$ cat config.mk
export PLATFORM = sky130hd
export DESIGN_NAME = smsa_ctrl
export DESIGN_NICKNAME = d
export VERILOG_FILES = /design/src/smsa_pkg.sv /design/src/smsa_ctrl.sv
export SDC_FILE = /design/constraint.sdc
export NUM_CORES = 1
export LEC_CHECK = 0
export BUFFER_PORTS_ARGS = -buffer_cell sky130_fd_sc_hd__buf_2
export CELL_PAD_IN_SITES_DETAIL_PLACEMENT = 1
export CELL_PAD_IN_SITES_GLOBAL_PLACEMENT = 1
export CORE_UTILIZATION = 39
export CTS_BUF_LIST = sky130_fd_sc_hd__clkbuf_2
export DETAILED_ROUTE_END_ITERATION = 6
export PLACE_DENSITY = 0.89
export SETUP_SLACK_MARGIN = 0.15
export SLEW_MARGIN = 20
export SYNTH_ARGS = -nofsm -noshare
export SYNTH_HDL_FRONTEND = slang
export SYNTH_SLANG_ARGS = --single-unit
$ cat constraint.sdc
create_clock -name clk_i -period 2.16 [get_ports clk_i]
set_input_delay 0.54 -clock clk_i [delete_from_list [all_inputs] [get_ports clk_i]]
set_output_delay 0.54 -clock clk_i [all_outputs]
set_load 0.05 [all_outputs]
$ cat src/smsa_pkg.sv
`timescale 1ns / 1ps
// Shared types and codes for the sparse matrix scatter-accumulate block.
// No dependencies.
package smsa_pkg;

  localparam int unsigned RowTotalW = 11;

  localparam logic [2:0] MODE_CLEAR  = 3'd0;
  localparam logic [2:0] MODE_APPEND = 3'd1;
  localparam logic [2:0] MODE_ACC    = 3'd2;
  localparam logic [2:0] MODE_ZERO   = 3'd3;
  localparam logic [2:0] MODE_READ   = 3'd4;
  localparam logic [2:0] MODE_ACK    = 3'd5;

  localparam logic [1:0] STATUS_DONE    = 2'd0;
  localparam logic [1:0] STATUS_IGNORED = 2'd1;
  localparam logic [1:0] STATUS_FULL    = 2'd2;
  localparam logic [1:0] STATUS_ORDER   = 2'd3;

  localparam logic [1:0] CHG_STRUCT = 2'd0;
  localparam logic [1:0] CHG_COEFF  = 2'd1;
  localparam logic [1:0] CHG_SAME   = 2'd2;

  typedef struct packed {
    logic capture;
    logic decode;
    logic rs_hi;
    logic rs_wait;
    logic scan_rd;
    logic scan_cmp;
    logic st_use;
    logic acc_wr;
    logic sweep;
    logic push;
  } cmd_t;

  typedef struct packed {
    logic search;
    logic zero;
    logic scan_end;
    logic col_hit;
    logic is_acc;
    logic sweep_end;
  } sts_t;

endpackage

$ cat src/smsa_ctrl.sv
`timescale 1ns / 1ps
// Controller: sequences one request through decode, search, update and result hand-off.
// Depends on smsa_pkg.
module smsa_ctrl (
  input  logic           clk_i,
  input  logic           rst_ni,
  input  logic           in_valid_i,
  output logic           in_ready_o,
  output logic           out_valid_o,
  input  logic           out_ready_i,
  input  smsa_pkg::sts_t sts_i,
  output smsa_pkg::cmd_t cmd_o
);

  typedef enum logic [10:0] {
    S_IDLE     = 11'b00000000001,
    S_DECODE   = 11'b00000000010,
    S_RS_LO    = 11'b00000000100,
    S_RS_HI    = 11'b00000001000,
    S_RS_WAIT  = 11'b00000010000,
    S_SCAN_RD  = 11'b00000100000,
    S_SCAN_CMP = 11'b00001000000,
    S_ST_WAIT  = 11'b00010000000,
    S_ACC_WR   = 11'b00100000000,
    S_SWEEP    = 11'b01000000000,
    S_PUSH     = 11'b10000000000
  } state_e;

  state_e state_q, state_d;
  logic   out_valid_q, out_valid_d;

  always_comb begin
    state_d = state_q;
    cmd_o = '0;
    in_ready_o = 1'b0;
    out_valid_d = out_valid_q && !out_ready_i;
    unique case (state_q)
      S_IDLE: begin
        in_ready_o = 1'b1;
        if (in_valid_i) begin
          cmd_o.capture = 1'b1;
          state_d = S_DECODE;
        end
      end
      S_DECODE: begin
        cmd_o.decode = 1'b1;
        if (sts_i.search) begin
          state_d = S_RS_LO;
        end else if (sts_i.zero) begin
          state_d = S_SWEEP;
        end else begin
          state_d = S_PUSH;
        end
      end
      S_RS_LO: begin
        state_d = S_RS_HI;
      end
      S_RS_HI: begin
        cmd_o.rs_hi = 1'b1;
        state_d = S_RS_WAIT;
      end
      S_RS_WAIT: begin
        cmd_o.rs_wait = 1'b1;
        state_d = S_SCAN_RD;
      end
      S_SCAN_RD: begin
        cmd_o.scan_rd = 1'b1;
        state_d = sts_i.scan_end ? S_PUSH : S_SCAN_CMP;
      end
      S_SCAN_CMP: begin
        cmd_o.scan_cmp = 1'b1;
        state_d = sts_i.col_hit ? S_ST_WAIT : S_SCAN_RD;
      end
      S_ST_WAIT: begin
        cmd_o.st_use = 1'b1;
        state_d = sts_i.is_acc ? S_ACC_WR : S_PUSH;
      end
      S_ACC_WR: begin
        cmd_o.acc_wr = 1'b1;
        state_d = S_PUSH;
      end
      S_SWEEP: begin
        cmd_o.sweep = 1'b1;
        if (sts_i.sweep_end) begin
          state_d = S_PUSH;
        end
      end
      S_PUSH: begin
        if (!out_valid_q || out_ready_i) begin
          cmd_o.push = 1'b1;
          out_valid_d = 1'b1;
          state_d = S_IDLE;
        end
      end
      default: begin
        state_d = S_IDLE;
      end
    endcase
  end

  always_ff @(posedge clk_i or negedge rst_ni) begin
    if (!rst_ni) begin
      state_q <= S_IDLE;
      out_valid_q <= 1'b0;
    end else begin
      state_q <= state_d;
      out_valid_q <= out_valid_d;
    end
  end

  assign out_valid_o = out_valid_q;

endmodule

==> results of run 1 <==
==> kinds of logic after synthesis <==
family	count (synthesis)	synth area share
buffers and inverters	9	0.0619
and+or+nand+nor	59	0.440
DFF	12	0.383
xor gates and xnor gates	2	0.0222
AOI/OAI and AO/OA	10	0.0937
==> stage by stage <==
stage	instance area (µm²)	worst slack [ns]	TNS [ns]
after detailed placement	1120	-0.0806	-0.164
after global placement	1120	0.00763	0
after floorplan	915	-0.00653	-0.0124
==> impl_metrics.toml, run 1 <==
[outcome]
outcome = "did not finish"
stop_stage = "4_1_cts"
stop_error = "[ERROR DPL-0033] detailed placement checks failed during check placement."

[synth]
synthCells = 92
synth.largest_area_cell = "dfrtp_1"
yosys-top-cells-area = "dfrtp_1 (35%), nor2_1 (5.7%), and2_1 (4.8%), nor4_1 (4.0%), nor3_1 (3.8%)"
ys_seq_area_frac = 0.383
synth_edf_count = 0
avgSynthCellArea_um2 = 8.57
synth_ff_type = "dfrtp_1"
netlist_area_um2 = 788
yosysMostFrequentCell = "nor2_1"
synthTopCellsByCount = "nor2_1 (12), dfrtp_1 (11), and2_1 (6), nand2_1 (6), nor3_1 (6)"
synth_async_sr_flop_share = 1.00
synth-seq-cells = 12
ys_types = 32
synth_fp_nets = 102
synth_top_area_frac = 0.349
yosysWarningCount = 0

[clock_network]
h-tree-depth = 1
clkSinkCount = 12
cts_resized = 45
cts_buffers = 3
clk_path_buf_depth = 2
cts_setup_buffers = 5
cts-root-buf = "clkbuf_2"
hold_buffers = 0

[place]
gp_congestion = 0.899
io_buffers = 21
dp_cells = 149
hpwlAfterDp_mm = 2.18

[floorplanning]
row_count = 15
io_pins = 22
die_y_um = 47.0
initial_core_util = 0.437
dieWidth_um = 47.0
==> run 2: changes to the inputs <==
Settings changed: CELL_PAD_IN_SITES_DETAIL_PLACEMENT 1 to unset, CELL_PAD_IN_SITES_GLOBAL_PLACEMENT 1 to unset, CORE_AREA set to 2 2 63 65, CORE_UTILIZATION 39 to unset, CTS_BUF_LIST sky130_fd_sc_hd__clkbuf_2 to unset, DIE_AREA set to 0 0 65 67, PLACE_DENSITY 0.89 to unset, PLACE_DENSITY_LB_ADDON set to 0.15, SETUP_SLACK_MARGIN 0.15 to unset.
==> run 2 against run 1 <==
  * Synthesized area stayed put
  * Synthesized cell count stayed put
  * The flow now finishes, with violations (setup timing)
==> impl_metrics.toml, run 2 <==
[clock_network]
cts_buffers = 3
h-tree-depth = 1
hold_buffers = 0
cts-root-buf = "clkbuf_8"
clk_path_buf_depth = 2
clkSinkCount = 12
clkSlewWorstSetupHoldPaths_ns = 0.06
cts_tree = "yes"
clock_latency_ns = 0.24

[layout]
drive_gt1_frac = 0.539
final_cell_area_um2 = 1400
regMostFlops = "state_q"
fin_cells = 189
area_growth_pct = 77.9
largest_register_ffs = 11
final_util = 0.389
layout_commonest_cell = "buf_4"
antenna_cells = 0
nets = 152
mostFrequentLayoutCells = "buf_4 (30), buf_2 (10), dfrtp_1 (10)"

[setup_path]
rr_startpoint = "state_q[1]"
worstPathMaxFanout = 3
critPathLaunch = "state_q[1]"
critical_path_class = "flip-flop to output pin"
cp_data_arrival_time_ns = 1.76
cp.required_ns = 1.62
cp-end-kind = "output pin"
cp-start-kind = "flip-flop"

[place]
hpwlAfterDp_mm = 1.80
place_area_um2 = 1140
gp_congestion = 0.791
io_buffers = 21
dp_cells = 177
pre_cts_ws_ns = -0.00857

[timing]
tns_ns = -0.486
fin_crit_sh = 1.06
finalClockSkew_ns = 0.00299
slew-limit-headroom = 0.721
rsz0062_at_grt = "true"
period_minus_slack_ns = 2.30
setup_ws_ns = -0.138
hold_viol = 0
max_freq_mhz = 435
setup_viol = 6
drv_slew = 0
tightest_slew_ns = 0.414

[synth]
synth_async_sr_flop_share = 1.00
netlist_area_um2 = 788
synth_ff_type = "dfrtp_1"
synth_fp_nets = 102
avgSynthCellArea_um2 = 8.57
synth_edf_count = 0
yosys-top-cells-area = "dfrtp_1 (35%), nor2_1 (5.7%), and2_1 (4.8%), nor4_1 (4.0%), nor3_1 (3.8%)"
ys_types = 32
yosysWarningCount = 0
ys_seq_area_frac = 0.383
yosysMostFrequentCell = "nor2_1"
synthCells = 92
synthTopCellsByCount = "nor2_1 (12), dfrtp_1 (11), and2_1 (6), nand2_1 (6), nor3_1 (6)"
synth_top_area_frac = 0.349
synth-seq-cells = 12
synth.largest_area_cell = "dfrtp_1"

[drt]
drt_pre_antenna_iters = 3
detail_route.vias_per_cell = 4.47
drt_wl_total_mm = 2.32
drc = 0
ant_nets = 0
route.vias.total = 844
drt_iter0_markers = 55
wl_per_cell_um = 12.3

[global_routing]
grt_max_degree = 13
grt.total_usage = 0.116
grt_pass1_vias = 864
grt_pass1_wl_mm = 3.75
overflow = 0
antenna_found_initial = 0

[power]
leakage_nw = 0.669
ir_drop_mv = 0.278
power.density_nw_per_um2 = 891

[floorplanning]
io_pins = 22
core_area_um2 = 3610
design.die.area_um2 = 4360
dieWidth_um = 65
row_count = 22
die_y_um = 67
initial_core_util = 0.219

[min_path]
hold_path.class = "input port to async pin"

[run]
drv_cap = 0

[outcome]
outcome = "finished, violations left"
violations = "setup timing"
-- run 2: cell counts after synthesis --
Identical to the previous run, type by type.
-- run 2: logic make-up after synthesis --
| kind of cell | share of synthesized area |
|---|---|
| AOI/OAI and AO/OA | 0.0937 |
| xor gates and xnor gates | 0.0222 |
| buffers and inverters | 0.0619 |
| DFF | 0.383 |
| and+or+nand+nor | 0.440 |
-- run 2: worst max-delay path: stages (launching register included) --
cell and delay [ns]:
dfrtp_1 0.39, or4_4 0.57, nor2_4 0.16, nand3_2 0.11, nor2b_4 0.14, buf_8 0.15
-- run 2: cell type report --
class | count | area (µm²)
multi-input combinational | 71 | 574
tap | 48 | 60.1
timing repair buffer | 49 | 392
sequential | 12 | 303
fill | 392 | 2200
clock buffer | 4 | 55.1
inverter | 5 | 18.8
-- run 2: metrics by stage --
step           power, W  hold slack (ns)
6_report        0.00125            0.173
5_1_grt         0.00132            0.190
4_1_cts         0.00120            0.178
3_5_place_dp   0.000876            0.441
3_3_place_gp   0.000867            0.444
2_1_floorplan  0.000678            0.244
-- run 2: repair_timing --
action | 4_1_cts | 5_1_grt
hold endpoints to repair | 0 | 0
setup buffers | 5 | 3
endpoints found under the setup margin | 11 | 11
resized for setup | 30 | 9
pin swaps | 6 | 4
-- run 2: worst paths after layout --
kind / depth (start not counted) / to / slack (ns)
worst max-delay path: 5 / cmd_o[0] / -0.14
worst min-delay path: 1 / state_q[9] / 0.17
worst max register to register: 7 / state_q[0] / 0.21
worst min register to register: 2 / out_valid_o / 0.58
max in group asynchronous: 1 / state_q[0] / 1.71
min in group clk_i: 2 / state_q[6] / 0.47
-- run 2: power breakdown --
part	internal [W]	switching [W]	total, W
clock	0.000161	0.0000842	0.000245
combinational	0.000329	0.000392	0.000721
sequential	0.000259	0.0000245	0.000283
-- run 2: per-layer routing --
layer  global-route usage  share of wire  vias up  routed length (µm)
li1                     -              -      426                   -
met2                0.207           0.51       13                1180
met5                    0              0        -                   0
met3               0.0203          0.024        2                  56
met1                0.131           0.46      403                1060
met4               0.0638          0.012        0                  27
(Power assumes the default switching activity.)
